==> src/rtl/assert_macros.svh <==
// ----------------------------------------------------------------------------
// assert_macros
// Assertion helpers used by priority_queue_sorted_unit.
// ----------------------------------------------------------------------------
`ifndef ASSERT_MACROS_SVH
`define ASSERT_MACROS_SVH

// checked on every rising edge outside reset
`define PQS_ASSERT(label, prop, msg) \
  label: assert property (@(posedge clk) disable iff (rst) prop) else $error(msg);

// checked on every rising edge, reset included
`define PQS_ASSERT_ALWAYS(label, prop, msg) \
  label: assert property (@(posedge clk) prop) else $error(msg);

`endif

==> src/rtl/pqs_pkg.sv <==
// ----------------------------------------------------------------------------
// pqs_pkg
// Shared widths, operation and status codes, and the cell control bundle
// of the sorted priority queue.
// ----------------------------------------------------------------------------
package pqs_pkg;

  localparam int ID_W     = 16;
  localparam int PRI_W    = 8;
  localparam int MODE_W   = 2;
  localparam int STATUS_W = 2;
  localparam int COUNT_W  = 5;
  localparam int DEPTH_DEF = 16;

  // operation codes
  localparam logic [MODE_W-1:0] MODE_APPEND  = 2'd0;
  localparam logic [MODE_W-1:0] MODE_INSERT  = 2'd1;
  localparam logic [MODE_W-1:0] MODE_DEQUEUE = 2'd2;

  // status codes
  localparam logic [STATUS_W-1:0] ST_OK    = 2'd0;
  localparam logic [STATUS_W-1:0] ST_FULL  = 2'd1;
  localparam logic [STATUS_W-1:0] ST_EMPTY = 2'd2;

  // broadcast to every cell in the row
  typedef struct packed {
    logic             ins;     // place a new entry
    logic             by_pri;  // placement by priority, else at the tail
    logic             deq;     // remove the head, everything moves left
    logic [ID_W-1:0]  id;
    logic [PRI_W-1:0] pri;
  } pqs_ctrl_t;

endpackage

==> src/rtl/pqs_cell.sv <==
// ----------------------------------------------------------------------------
// pqs_cell
// One slot of the queue row. Decides locally whether the new entry lands
// here, and takes data from its left or right neighbor on insert or dequeue.
// ----------------------------------------------------------------------------
module pqs_cell (
  input  logic                     clk,
  input  logic                     rst,
  input  pqs_pkg::pqs_ctrl_t       ctrl,
  input  logic                     found_in,
  input  logic [pqs_pkg::ID_W-1:0]  left_id,
  input  logic [pqs_pkg::PRI_W-1:0] left_pri,
  input  logic                     left_occ,
  input  logic [pqs_pkg::ID_W-1:0]  right_id,
  input  logic [pqs_pkg::PRI_W-1:0] right_pri,
  input  logic                     right_occ,
  output logic                     found_out,
  output logic [pqs_pkg::ID_W-1:0]  id,
  output logic [pqs_pkg::PRI_W-1:0] pri,
  output logic                     occ
);
  import pqs_pkg::*;

  logic flag;

  // this slot is a legal landing place for the new entry
  assign flag = ctrl.by_pri ? (!occ || (pri <= ctrl.pri)) : !occ;
  assign found_out = found_in | flag;

  // occupancy
  always_ff @(posedge clk) begin
    if (rst) begin
      occ <= 1'b0;
    end else if (ctrl.ins) begin
      if (found_in) begin
        occ <= left_occ;
      end else if (flag) begin
        occ <= 1'b1;
      end
    end else if (ctrl.deq) begin
      occ <= right_occ;
    end
  end

  // entry payload
  always_ff @(posedge clk) begin
    if (ctrl.ins) begin
      if (found_in) begin
        id  <= left_id;
        pri <= left_pri;
      end else if (flag) begin
        id  <= ctrl.id;
        pri <= ctrl.pri;
      end
    end else if (ctrl.deq) begin
      id  <= right_id;
      pri <= right_pri;
    end
  end

endmodule

==> src/rtl/priority_queue_sorted_unit.sv <==
// the result beat is registered in the cycle after the input beat is accepted
// throughput: one operation per cycle while in_stall is low; every cell of the row updates in parallel
// the insert position comes from a prefix chain of per-cell compares
// reset clears the fill count, all cell occupancy bits and the output valid flag
// entry payloads are not reset; no clearing pass is needed
// ----------------------------------------------------------------------------
// priority_queue_sorted_unit
// Bounded ordered queue of (id, priority) entries built as a row of shifting
// cells: append at tail, insert by priority, dequeue from the head.
// ----------------------------------------------------------------------------
`include "assert_macros.svh"

module priority_queue_sorted_unit #(
  parameter int DEPTH = pqs_pkg::DEPTH_DEF
) (
  input  logic                        clk,
  input  logic                        rst,
  input  logic                        in_valid,
  output logic                        in_stall,
  input  logic [pqs_pkg::MODE_W-1:0]   mode,
  input  logic [pqs_pkg::ID_W-1:0]     item_id,
  input  logic [pqs_pkg::PRI_W-1:0]    priority_req,
  output logic                        out_valid,
  input  logic                        out_stall,
  output logic [pqs_pkg::STATUS_W-1:0] status,
  output logic [pqs_pkg::ID_W-1:0]     out_id,
  output logic [pqs_pkg::PRI_W-1:0]    out_priority,
  output logic [pqs_pkg::COUNT_W-1:0]  entry_count,
  output logic                        is_empty
);
  import pqs_pkg::*;

  localparam int CNT_W = $clog2(DEPTH + 1);

  logic [CNT_W-1:0]  count;
  logic [CNT_W-1:0]  count_next;
  logic              in_acc;
  logic              full;
  logic              empty;
  logic              is_ins;
  logic              is_deq;
  pqs_ctrl_t         ctrl;
  logic [ID_W-1:0]   c_id  [DEPTH];
  logic [PRI_W-1:0]  c_pri [DEPTH];
  logic [DEPTH-1:0]  c_occ;
  logic [DEPTH:0]    found;
  logic [STATUS_W-1:0] status_next;
  logic [CNT_W+COUNT_W-1:0] count_ext;

  // input handshake: a free or draining output register takes a new beat
  assign in_stall = out_valid && out_stall;
  assign in_acc   = in_valid && !in_stall;

  assign full   = (count == CNT_W'(DEPTH));
  assign empty  = (count == '0);
  assign is_ins = (mode == MODE_APPEND) || (mode == MODE_INSERT);
  assign is_deq = (mode == MODE_DEQUEUE);

  // broadcast control for the row
  always_comb begin
    ctrl.ins    = in_acc && is_ins && !full;
    ctrl.by_pri = (mode == MODE_INSERT);
    ctrl.deq    = in_acc && is_deq && !empty;
    ctrl.id     = item_id;
    ctrl.pri    = priority_req;
  end

  // row of cells, slot 0 is the head
  assign found[0] = 1'b0;

  for (genvar k = 0; k < DEPTH; k++) begin : g_cell
    logic [ID_W-1:0]  l_id;
    logic [PRI_W-1:0] l_pri;
    logic             l_occ;
    logic [ID_W-1:0]  r_id;
    logic [PRI_W-1:0] r_pri;
    logic             r_occ;

    if (k == 0) begin : g_left_edge
      assign l_id  = '0;
      assign l_pri = '0;
      assign l_occ = 1'b0;
    end else begin : g_left
      assign l_id  = c_id[k-1];
      assign l_pri = c_pri[k-1];
      assign l_occ = c_occ[k-1];
    end

    if (k == DEPTH - 1) begin : g_right_edge
      assign r_id  = '0;
      assign r_pri = '0;
      assign r_occ = 1'b0;
    end else begin : g_right
      assign r_id  = c_id[k+1];
      assign r_pri = c_pri[k+1];
      assign r_occ = c_occ[k+1];
    end

    pqs_cell u_cell (
      .clk       (clk),
      .rst       (rst),
      .ctrl      (ctrl),
      .found_in  (found[k]),
      .left_id   (l_id),
      .left_pri  (l_pri),
      .left_occ  (l_occ),
      .right_id  (r_id),
      .right_pri (r_pri),
      .right_occ (r_occ),
      .found_out (found[k+1]),
      .id        (c_id[k]),
      .pri       (c_pri[k]),
      .occ       (c_occ[k])
    );
  end

  // fill count and status
  always_comb begin
    count_next  = count;
    status_next = ST_OK;
    if (is_ins) begin
      if (full) begin
        status_next = ST_FULL;
      end else begin
        count_next = count + 1'b1;
      end
    end else if (is_deq) begin
      if (empty) begin
        status_next = ST_EMPTY;
      end else begin
        count_next = count - 1'b1;
      end
    end
  end

  assign count_ext = {{COUNT_W{1'b0}}, count_next};

  always_ff @(posedge clk) begin
    if (rst) begin
      count <= '0;
    end else if (in_acc) begin
      count <= count_next;
    end
  end

  // output register
  always_ff @(posedge clk) begin
    if (rst) begin
      out_valid <= 1'b0;
    end else if (!in_stall) begin
      out_valid <= in_valid;
    end
  end

  always_ff @(posedge clk) begin
    if (in_acc) begin
      status      <= status_next;
      out_id      <= ctrl.deq ? c_id[0] : '0;
      out_priority <= ctrl.deq ? c_pri[0] : '0;
      entry_count <= count_ext[COUNT_W-1:0];
      is_empty    <= (count_next == '0);
    end
  end

  // checks
  `PQS_ASSERT(a_occ_matches_count, $countones(c_occ) == count, "occupancy differs from count")
  `PQS_ASSERT(a_count_bound, count <= CNT_W'(DEPTH), "count above depth")
  `PQS_ASSERT(a_deq_shrinks, in_acc && is_deq && !empty |=> count == $past(count) - 1'b1, "dequeue did not shrink count")
  `PQS_ASSERT(a_empty_zero, out_valid && status == ST_EMPTY |-> out_id == '0 && out_priority == '0, "empty dequeue returned data")

endmodule
==> config.mk <==
export PLATFORM = sky130hd
export DESIGN_NAME = priority_queue_sorted_unit
export DESIGN_NICKNAME = d
export VERILOG_FILES = /design/src/rtl/pqs_pkg.sv /design/src/rtl/pqs_cell.sv /design/src/rtl/priority_queue_sorted_unit.sv
export VERILOG_INCLUDE_DIRS = /design/src /design/src/rtl
export SDC_FILE = /design/constraint.sdc
export NUM_CORES = 1
export LEC_CHECK = 0
export BUFFER_PORTS_ARGS = -buffer_cell sky130_fd_sc_hd__buf_2
export CAP_MARGIN = 30
export CORE_AREA = 2 2 215 217
export CTS_BUF_LIST = sky130_fd_sc_hd__clkbuf_8 sky130_fd_sc_hd__clkbuf_16
export DETAILED_ROUTE_END_ITERATION = 12
export DIE_AREA = 0 0 217 219
export PLACE_DENSITY = 0.68
export RECOVER_POWER = 25
export SLEW_MARGIN = 20
export SYNTH_ARGS = -nofsm -noshare
export SYNTH_HDL_FRONTEND = slang
export SYNTH_SLANG_ARGS = --single-unit
export TNS_END_PERCENT = 100
==> constraint.sdc <==
create_clock -name clk -period 8.5 [get_ports clk]
set_input_delay 1.275 -clock clk [delete_from_list [all_inputs] [get_ports clk]]
set_output_delay 1.275 -clock clk [all_outputs]
set_load 0.05 [all_outputs]
Word level (Yosys, flattened, before mapping)
Cells that the tools add are included. W data, S select, Z words.

Bits in registers: 438. Input bits: 30. Output and inout port bits: 34. Logic and storage cells: 381.

Add/subtract/negate cells: 2. Magnitude comparators: 16. Eq/ne operators: 19. Multiplexer cells: 213. Bitwise operators: 14. Reduce and logical (&&, ||, !) cells: 62.

Operators by type and width (number): $mux W16 (63); $mux W8 (63); $le A8 B8 Y1 (16); $mux W1 (80); $ne A3 B1 Y1 const B (15); $reduce_and A2 Y1 (16); $mux W5 (4); $logic_not A1 Y1 (19); $logic_or A1 B1 Y1 (17); $or A1 B1 Y1 (14); $logic_not A5 Y1 (2); $logic_and A1 B1 Y1 (6); $mux W2 (3); $add A5 B1 Y5 const B (1); $eq A5 B5 Y1 const B (1); $sub A5 B1 Y5 const B (1); $eq A2 B1 Y1 const B (1); $eq A2 B2 Y1 const B (1); $logic_not A2 Y1 (1); $ne A2 B1 Y1 const B (1); $reduce_bool A2 Y1 (1).

Depth between registers and ports, before layout
Gate-level depths: netlist (run 1).

Depth in word-level cells: 19. Depth in mapped cells: 13.

Hierarchy
Synthesis (run 1) repeated with hierarchy kept, for this count alone.

Cells, all modules: 2448. Area total of the unflattened synthesis: 26008.7 um2.

Modules (own cells, without submodules): pqs_cell at g_cell[0].u_cell ... (instances 9, cells an instance 145, area each 1526.5 um2, sequential area each 740.7 um2); pqs_cell at g_cell[3].u_cell ... (instances 7, cells an instance 145, area each 1520.2 um2, sequential area each 740.7 um2); priority_queue_sorted_unit (instances 1, cells an instance 128, area each 1629.1 um2, sequential area each 1081.0 um2).

Worst setup path after synthesis (run 1)
Ideal clock, no wire load.

Path kind: input to register. From: input port out_stall. To: register g_cell[5].u_cell.id[0] (netlist name) (enable). Library setup time: 0.420 ns. Data arrival time: 5.050 ns. Data required time: 8.080 ns. Path slack: 3.030 ns. Cell stages on the path: 8. Path buffers: 3. Cell sequence: and2_1 nor2b_1 buf_1 and2_1 clkbuf_1 nor2_1 clkbuf_1 a31oi_1.

Word-level cells in the longest chain between the ends: 7. Elaborated cells between the ends (all ways): 10.

Ends and longest elaborated chain: from (decl) (line priority_queue_sorted_unit.sv:24) `input logic out_stall,`; $logic_and A1 B1 Y1 * (line priority_queue_sorted_unit.sv:51) `assign in_stall = out_valid && out_stall;`; $logic_not A1 Y1 *; $logic_and A1 B1 Y1 * (line priority_queue_sorted_unit.sv:52) `assign in_acc = in_valid && !in_stall;`; via in_acc (line priority_queue_sorted_unit.sv:37) `logic in_acc;`; $logic_and A1 B1 Y1 (on tied branches) (2 in series) (line priority_queue_sorted_unit.sv:61, priority_queue_sorted_unit.sv:63); $ne A3 B1 Y1 (no line) / $reduce_bool A2 Y1 (equally long branches); $reduce_and A2 Y1 (no line) *; to (signal assigned) (line pqs_cell.sv:49) `id <= left_id;`; to (signal assigned) (line pqs_cell.sv:52) `id <= ctrl.id;`; to (signal assigned) (line pqs_cell.sv:56) `id <= right_id;`; to (decl) (line pqs_cell.sv:18) `output logic [pqs_pkg::ID_W-1:0] id,`.

The timed path passes the listed nets; every way through them passes the cells marked *. A chain may end at the register's enable or synchronous reset.

Worst setup path after layout (run 1)
From: input port out_stall. To: register g_cell[1].u_cell.id[5] (netlist name) (enable).

Word-level cells in the longest chain between the ends: 7. Elaborated cells between the ends (all ways): 10.

Ends and longest elaborated chain (line): $logic_and A1 B1 Y1 * (priority_queue_sorted_unit.sv:51); $logic_not A1 Y1 *; $logic_and A1 B1 Y1 * (priority_queue_sorted_unit.sv:52); $logic_and A1 B1 Y1 (on tied branches) (2 in series) (priority_queue_sorted_unit.sv:61, priority_queue_sorted_unit.sv:63); $ne A3 B1 Y1 (no line) / $reduce_bool A2 Y1 (equally long branches); $reduce_and A2 Y1 (no line) *; to (signal assigned) (pqs_cell.sv:49); to (signal assigned) (pqs_cell.sv:52); to (signal assigned) (pqs_cell.sv:56); to (decl) (pqs_cell.sv:18).

Mark *: on every way between the ends. The rest lies on a longest branch, timed or not.

==> results by stage, run 1 <==
Placement:
- The sum of net half-perimeters after detailed placement is 50.8 mm.
- Routability-driven placement finished with a final weighted congestion of 0.932.
- Input and output buffers added on the ports amount to 63.
- The setup slack at placement is 2210 ps.

Floorplan:
- The floorplan step defined a core boundary enclosing 45100 um2.
- The die outline area is 47500 um2.
- The starting density of the core is 0.553.
- In this run the count of I/O pins placed on the die edge is 64.
- The die is 219 um tall.
- The horizontal die dimension is 217 um.
- The cell row count is 78.

Clock tree:
- The cell sitting at the root of the clock tree is a clkbuf_16.
- Buffers inserted to repair hold after CTS numbered 0.
- TritonCTS built the clock tree.
- The number of sinks on the clock net is 438.
- The number of buffers on the longest clock path is 3.
- The worst-skew pair later-pin latency is 620 ps.
- The total CTS buffers is 49.
- CTS built an H-tree with a depth of 2.
- The post-cts gate resize count is 0.
- Post-CTS timing repair inserted 0 buffers for setup.
- The register clock-pin slew on the reported worst setup and hold paths is 60 ps.

STA:
- Of the available clock period, the critical path in the final layout requires 0.782.
- The hold violation count in the final report is 0.
- Setup repair after global routing left no endpoint under its margin.
- The final count of pins violating max slew was 193.
- Derived from the worst setup path, the maximum achievable clock frequency is 150 MHz.
- The worst clock skew is 28.9 ps.
- The shortest clock period the worst path allows after layout is 6650 ps.
- For the final routed database, the setup TNS stands at 0 ps.
- The setup-violating endpoint count in the final report is 0.
- For the pin with the worst max-slew slack, the measured transition is 2260 ps.
- The remaining max-slew budget at the tightest pin is -0.510.
- In the post-route analysis, the smallest setup slack over all paths is 1850 ps.

Setup path:
- The startpoint class of the critical path is an input port.
- Walking the worst path, the cells encountered are buf_2, and2_0, nor2b_4, clkbuf_1, nand2_1, nand2_1, o21a_2.
- The worst setup path is captured at a flop.
- In this design, the largest share of critical-path delay is due to simple AND/OR/NAND/NOR gates.
- The cell with the most instances on the worst path is nand2_1.
- At the worst endpoint, the arrival time is 6880 ps.
- The critical path contains buffers and inverters numbering 2 combined.
- The worst register-to-register path begins at out_valid$_SDFFE_PP0N_.
- Tracing the worst setup path back leads to its startpoint at out_stall.
- The critical path in this run is classified as input port to flop.
- On the worst path, the slowest cell contributes a delay of 1710 ps.
- The largest driver fanout on the critical path is 57.
- The required arrival time at the worst endpoint is 8730 ps.
- The slowest cell on the critical path is nand2_1.

Detailed routing:
- The number of vias per cell after detailed routing is 6.60.
- The final route contains 20300 vias.
- The detailed-route DRC error count is 0.
- The detailed router's first-iteration violation count is 2377.
- The routed wire length per instance is 25.0 um.
- The routed wire length is 77.1 mm.
- The detail route stage leaves a number of antenna-violating nets equal to 0.
- The pre-antenna-repair detailed-routing pass consisted of 6 iterations.

Pwr:
- The standby leakage power is 10.2 nW.
- In this run the power density over the cells is 202 nW/um2.
- VDD sags by at most 0.000139 V.

Global route:
- After global routing the overflow that remains totals 0.
- The met3 track demand over resource is 0.0399.
- met2 is the most crowded layer.
- The initial antenna violation count came to 1.
- Entering global routing, the biggest net connects 194 pins.
- The first global-routing pass estimated 119 mm of wire.
- In the global route stage, overall resource usage came out at 0.325.
- The met1 usage in global routing is 0.414.
- The global-route track usage on met2 is 0.546.
- The via count of the first global-routing pass is 20400.

Yosys:
- The synthesized netlist occupies a cell area of 24900 um2.
- The cell count after synthesis is 2495.
- The fraction of synthesis flops using an asynchronous set or reset pin is 0.
- The most used flip-flop cell after synthesis is edfxtp_1.
- Synthesis inferred 438 register bits.
- During synthesis, Yosys emitted a total of 0 warnings.
- Yosys mapped the design onto 64 distinct sky130hd cell types.
- The number of nets handed over by synthesis was 2655.
- The synthesized design contains 416 enable-type register cells.
- The portion of the post-synthesis area used by sequential elements is 0.518.
- Averaged over all synthesized cells, the footprint is 10.0 um2.

Flow run:
- Max-cap violations in this run came to 4.

Finish:
- Measured on the finished design, the core utilization comes to 0.601.
- The most common cell after layout, fill and taps aside is edfxtp_1.
- The number of antenna diodes in the final layout is 0.
- Compared with the post-synthesis result, the final layout area differs by 8.67%.
- In the final layout, the share of cells above drive strength 1 is 0.0694.
- The total number of nets in the final design is 2602.
- In the layout the commonest cells are edfxtp_1, nand2_1, nor2_1, o21ai_0, a21oi_1.

Worst hold path:
- The startpoint identified for the worst hold timing path is g_cell[15].u_cell.occ$_SDFFE_PP0P_.
- The path class of the lowest-slack min-delay path is flop to flop.

Status:
- The run finished, with violations left.
- The final reports fail on capacitance limit, slew limit.
where the power goes:
part / switching, W / internal (W)
Clock: 0.000905 / 0.00116
Combinational: 0.000498 / 0.000232
Sequential: 0.000115 / 0.00257
Total: 0.00152 / 0.00396
final timing paths:
path | slack, ps | end | cells after the start
setup / recovery | 1850 | g_cell[1].u_cell.id[5]$_DFFE_PP_ | 7
hold / removal | 510 | g_cell[14].u_cell.occ$_SDFFE_PP0P_ | 2
setup reg to reg | 2340 | g_cell[1].u_cell.id[5]$_DFFE_PP_ | 6
hold reg to reg | 510 | g_cell[14].u_cell.occ$_SDFFE_PP0P_ | 2
cell families (layout without fill, tap and decap cells):
kind of cell,count (synthesis),count (layout),share of synthesized area
DFF,438,438,0.518
AOI/OAI and AO/OA,766,766,0.187
xor gates and xnor gates,2,2,0.000702
muxes,140,140,0.0562
adders and majority gates,130,130,0.0652
buffers and inverters,251,234,0.0416
and+or+nand+nor,768,768,0.130
metrics by stage:
stage / area (um2) / instances / hold WS [ps] / power [W]
6_report: 27100 / 3078 / 509 / 0.00548
5_1_grt: 27100 / 3078 / 541 / 0.00566
2_1_floorplan: 24900 / 2495 / 461 / 0.00318
3_3_place_gp: 25600 / 2985 / 476 / 0.00342
3_5_place_dp: 25600 / 2988 / 493 / 0.00345
4_1_cts: 27100 / 3075 / 509 / 0.00549
synthesized netlist by cell type, types with 3 or more instances:
cell       instances  share of area
edfxtp_1         416           0.50
nand2_1          377          0.057
nor2_1           233          0.035
o21ai_0          229          0.046
a21oi_1          185          0.037
clkbuf_1         175          0.026
mux2i_1          139          0.056
a31oi_1          130          0.033
ha_1             130          0.065
o211ai_1          80          0.024
a41oi_1           49          0.017
nand3_1           46         0.0092
inv_1             32         0.0048
and2_1            26         0.0065
buf_2             23         0.0046
dfxtp_1           22          0.018
nand4_1           21         0.0053
nor2b_1           20         0.0050
nor3_1            15         0.0030
a21o_1            13         0.0039
o21a_1            12         0.0036
a311oi_1          11         0.0039
a211oi_1           9         0.0027
buf_1              9         0.0014
a22oi_1            7         0.0021
buf_4              6         0.0018
buf_6              6         0.0027
o31ai_1            6         0.0018
a2111oi_0          5         0.0018
nand2b_1           5         0.0013
o21bai_1           5         0.0015
o22ai_1            4         0.0010
o41ai_1            4         0.0014
nor4_1             3        0.00075
o41a_1             3         0.0014
or3_1              3        0.00075
or4_1              3        0.00090
metal layers:
layer	vias up	share of wire
li1	9223	-
met1	9928	0.39
met2	971	0.48
met3	206	0.070
met4	2	0.054
met5	-	0.00013
final cells by class:
cell class                 count  area, um2
fill                        3873      18000
sequential                   438      12900
multi-input combinational   1806      11100
clock buffer                  50       1250
tap                          600        751
timing repair buffer         115        709
clock inverter                37        267
inverter                      32        120
flip-flops by register name (all words and copies together) (netlist names), 2 cells and up:
signal and cells:
out_id 16, count 5, g_cell.u_cell.pri 128, g_cell.u_cell.id 256, g_cell.u_cell.occ 16, status 2, entry_count 5, out_priority 8
tightest hold or removal path, stage by stage (launching register included):
cell and delay, ps:
dfxtp_1 320, nand2_1 60, a311oi_1 80
Note: power is estimated with default switching activity, not from simulation.
==> inputs of run 2 (changes only) <==
Settings changed: PLACE_DENSITY 0.68 to 0.71.
Clock period 8.5 ns to 5.4 ns, I/O delays scaled along.
==> run 2 against run 1 <==
  * The flow still finishes with violations (capacitance limit, slew limit)
  * First-iteration DRC count down 18%
  * Cell count increased by 1.0%
  * Die area stayed put
==> results by stage, run 2 (synthesized netlist as in run 1, its figures left out) <==
Status:
- Outcome: finished with violations (unchanged).
- Failing checks: capacitance limit, slew limit (unchanged).

Worst hold path:
- The number of stages on the worst hold path is 3 (was 2).
- The launch instance of the worst min-delay path is in_valid (was g_cell[15].u_cell.occ$_SDFFE_PP0P_).
- The hold-critical path endpoint is out_valid$_SDFFE_PP0N_ (was g_cell[14].u_cell.occ$_SDFFE_PP0P_).
- The path class of the lowest-slack min-delay path is input port to flop (was flop to flop).

Finish:
- The most common cell after layout, fill and taps aside is edfxtp_1 (unchanged).
- The layout cell share with drive strength beyond 1 is 0.0781 (was 0.0694).
- The antenna cell count was 0 (unchanged).
- The share of the core filled with cells in the final layout is 0.606 (was 0.601).
- The number of flip-flops under the largest register name was 256 (unchanged).
- The area growth from synthesis to layout is 9.59% (was 8.67%).
- The total number of nets in the final design is 2631 (was 2602).
- The register with the most flip-flops is g_cell.u_cell.id (unchanged).
- Top flop regs: g_cell.u_cell.id: 256 flops, g_cell.u_cell.pri: 128 flops (unchanged).
- Commonest non-fill, non-tap cells in the layout: edfxtp_1, nand2_1, nor2_1 (was edfxtp_1, nand2_1, nor2_1, o21ai_0, a21oi_1).

Floorplan:
- The die outline area is 47500 um2 (unchanged).
- The cell row count is 78 (unchanged).
- The starting density of the core is 0.553 (unchanged).
- The horizontal die dimension is 217 um (unchanged).
- The height of the die came to 219 um (unchanged).
- The number of placed I/O pins is 64 (unchanged).
- The total core area is 45100 um2 (unchanged).

Pwr:
- The standby leakage power was 10.4 nW (was 10.2 nW).
- The power share of the combinational group came to 0.136 (was 0.133).
- The internal power is 0.00618 W (was 0.00396 W).
- The cell area power density is 312 nW/um2 (was 202 nW/um2).
- The switching power was 0.00234 W (was 0.00152 W).
- The sequential share of power is 0.494 (was 0.490).
- The clock group share of total power came to 0.371 (was 0.376).
- The worst supply voltage drop on vdd is 0.000280 V (was 0.000139 V).
- The switching share of power is 0.274 (was 0.277).

Clock tree:
- The post-cts gate resize count came to 0 (unchanged).
- The root buffer cell is clkbuf_16 (unchanged).
- The post-CTS setup buffer count is 0 (unchanged).
- The number of sinks on the clock net is 438 (unchanged).
- The register clock-pin slew on the reported worst setup and hold paths is 60 ps (about the same).
- The number of H-tree levels is 2 (unchanged).
- The CTS tree is built (unchanged).
- The cts-stage hold buffer count came to 0 (unchanged).
- The total CTS buffers is 48 (was 49).
- The number of buffers on the longest clock path is 3 (unchanged).
- The worst-skew pair later-pin latency was 610 ps (was 620 ps).

STA:
- The smallest setup slack after layout came to 702 ps (was 1850 ps).
- The remaining max-slew budget at the tightest pin was -0.391 (was -0.510).
- The final-layout worst hold slack is 445 ps (was 509 ps).
- The setup-violating endpoint count in the final report is 0 (unchanged).
- The worst path needs 4700 ps of the cycle, external delays included.
- The final period utilization is 0.870.
- The hold violation count in the final report was 0 (unchanged).
- The worst clock skew is 19.7 ps (was 28.9 ps).
- Based on the critical path, the design can be clocked at up to 213 MHz.
- The transition at the pin with the smallest max-transition slack is 2090 ps (was 2260 ps).
- The final count of pins violating max slew is 60 (was 193).
- The total negative slack for setup checks was 0 ps (unchanged).
- Unrepaired setup endpoints after global routing: false (unchanged).

Detailed routing:
- The detailed-route DRC error count is 0 (unchanged).
- The routed wire length is 72.6 mm (was 77.1 mm).
- The routed wire length per instance is 23.3 um (was 25.0 um).
- The length of the first detailed-routing pass in iterations is 6 (unchanged).
- The vias after detailed routing is 20400 (was 20300).
- The residual antenna-violating net count after detailed routing was 0 (unchanged).
- The detailed router's first-iteration violation count was 1950 (was 2377).
- The number of vias per cell after detailed routing came to 6.55 (was 6.60).

Setup path:
- The worst path arrival time was 4930 ps (was 6880 ps).
- The startpoint class of the critical path is a flop (was input port).
- The largest driver fanout on the critical path came to 35 (was 57).
- The required arrival time at the worst endpoint is 5630 ps (was 8730 ps).
- The end of the worst register-to-register path is g_cell[1].u_cell.id[7]$_DFFE_PP_ (was g_cell[1].u_cell.id[5]$_DFFE_PP_).
- The register-to-register setup slack is 700 ps (was 2340 ps).
- The reg-to-reg critical path startpoint is count[0]$_SDFFE_PP0P_ (was out_valid$_SDFFE_PP0N_).
- The startpoint-to-endpoint class of the critical path is flop to flop (was input port to flop).
- The element type at the critical path end is a flop (unchanged).
- The cell depth of the worst flop-to-flop path came to 8 (was 6).

Global route:
- The total routing usage reported by global routing is 0.306 (was 0.325).
- The first-pass GRT wire length was 114 mm (was 119 mm).
- The largest net degree at the start of global routing is 270 (was 194).
- The aggregate global routing overflow is 0 (unchanged).
- The via count of the first global-routing pass is 20400 (about the same).
- The initial antenna violation count came to 0 (was 1).

Placement:
- The sum of net half-perimeters after detailed placement is 50.0 mm (was 50.8 mm).
- The total of buffers placed on input and output ports came to 63 (unchanged).
- The placer congestion estimate was 0.976 (was 0.932).
- The setup slack at placement is 700 ps (was 2210 ps).

Flow run:
- The number of max-cap violations is 2 (was 4).
## run 2: power by group through the flow
stage	clock network, W	registers, W	logic (W)
2_1_floorplan	0	0.00426	0.000746
3_3_place_gp	0	0.00427	0.00110
3_5_place_dp	0	0.00427	0.00115
4_1_cts	0.00320	0.00420	0.00115
5_1_grt	0.00332	0.00423	0.00128
6_report	0.00316	0.00421	0.00116
## run 2: cell type report
cell class / count / area, um2
fill: 3856 / 17800
clock inverter: 38 / 251
sequential: 438 / 12900
multi-input combinational: 1806 / 11000
timing repair buffer: 145 / 1010
inverter: 32 / 120
clock buffer: 50 / 1240
tap: 600 / 751
## run 2: through the flow
stage	total power (W)	cells	cell area (um2)
floorplan	0.00501	2495	24900
global placement	0.00537	3017	25900
detailed placement	0.00542	3020	25900
CTS	0.00856	3108	27400
global route	0.00883	3109	27300
finish	0.00852	3109	27300
## run 2: critical path, stage by stage, from the launching register on
cell and delay [ps]:
dfxtp_1 450, inv_1 110, ha_1 290, a31oi_1 470, clkbuf_1 320, nand2_1 980
nand2_1 790, o21a_1 200, clkbuf_2 670
## run 2: how the worst max path moves through the flow
stage,startpoint,to,slack [ps]
2_1_floorplan,out_stall,g_cell[5].u_cell.id[0]$_DFFE_PP_,400
3_3_place_gp,priority_req[1],g_cell[13].u_cell.pri[1]$_DFFE_PP_,680
3_5_place_dp,priority_req[1],g_cell[8].u_cell.id[7]$_DFFE_PP_,700
4_1_cts,priority_req[1],g_cell[8].u_cell.id[12]$_DFFE_PP_,1320
5_1_grt,count[0]$_SDFFE_PP0P_,g_cell[1].u_cell.occ$_SDFFE_PP0P_,620
6_report,count[0]$_SDFFE_PP0P_,g_cell[1].u_cell.id[7]$_DFFE_PP_,700
## run 2: layer usage
metal  wire, um  part of all wire  vias to the layer above  track usage
met5          0                 0                        -            0
met2      35200              0.49                      869        0.515
li1           -                 -                     9284            -
met1      28800              0.40                     9982        0.388
met3       4670             0.064                      217       0.0416
met4       3930             0.054                        0        0.158
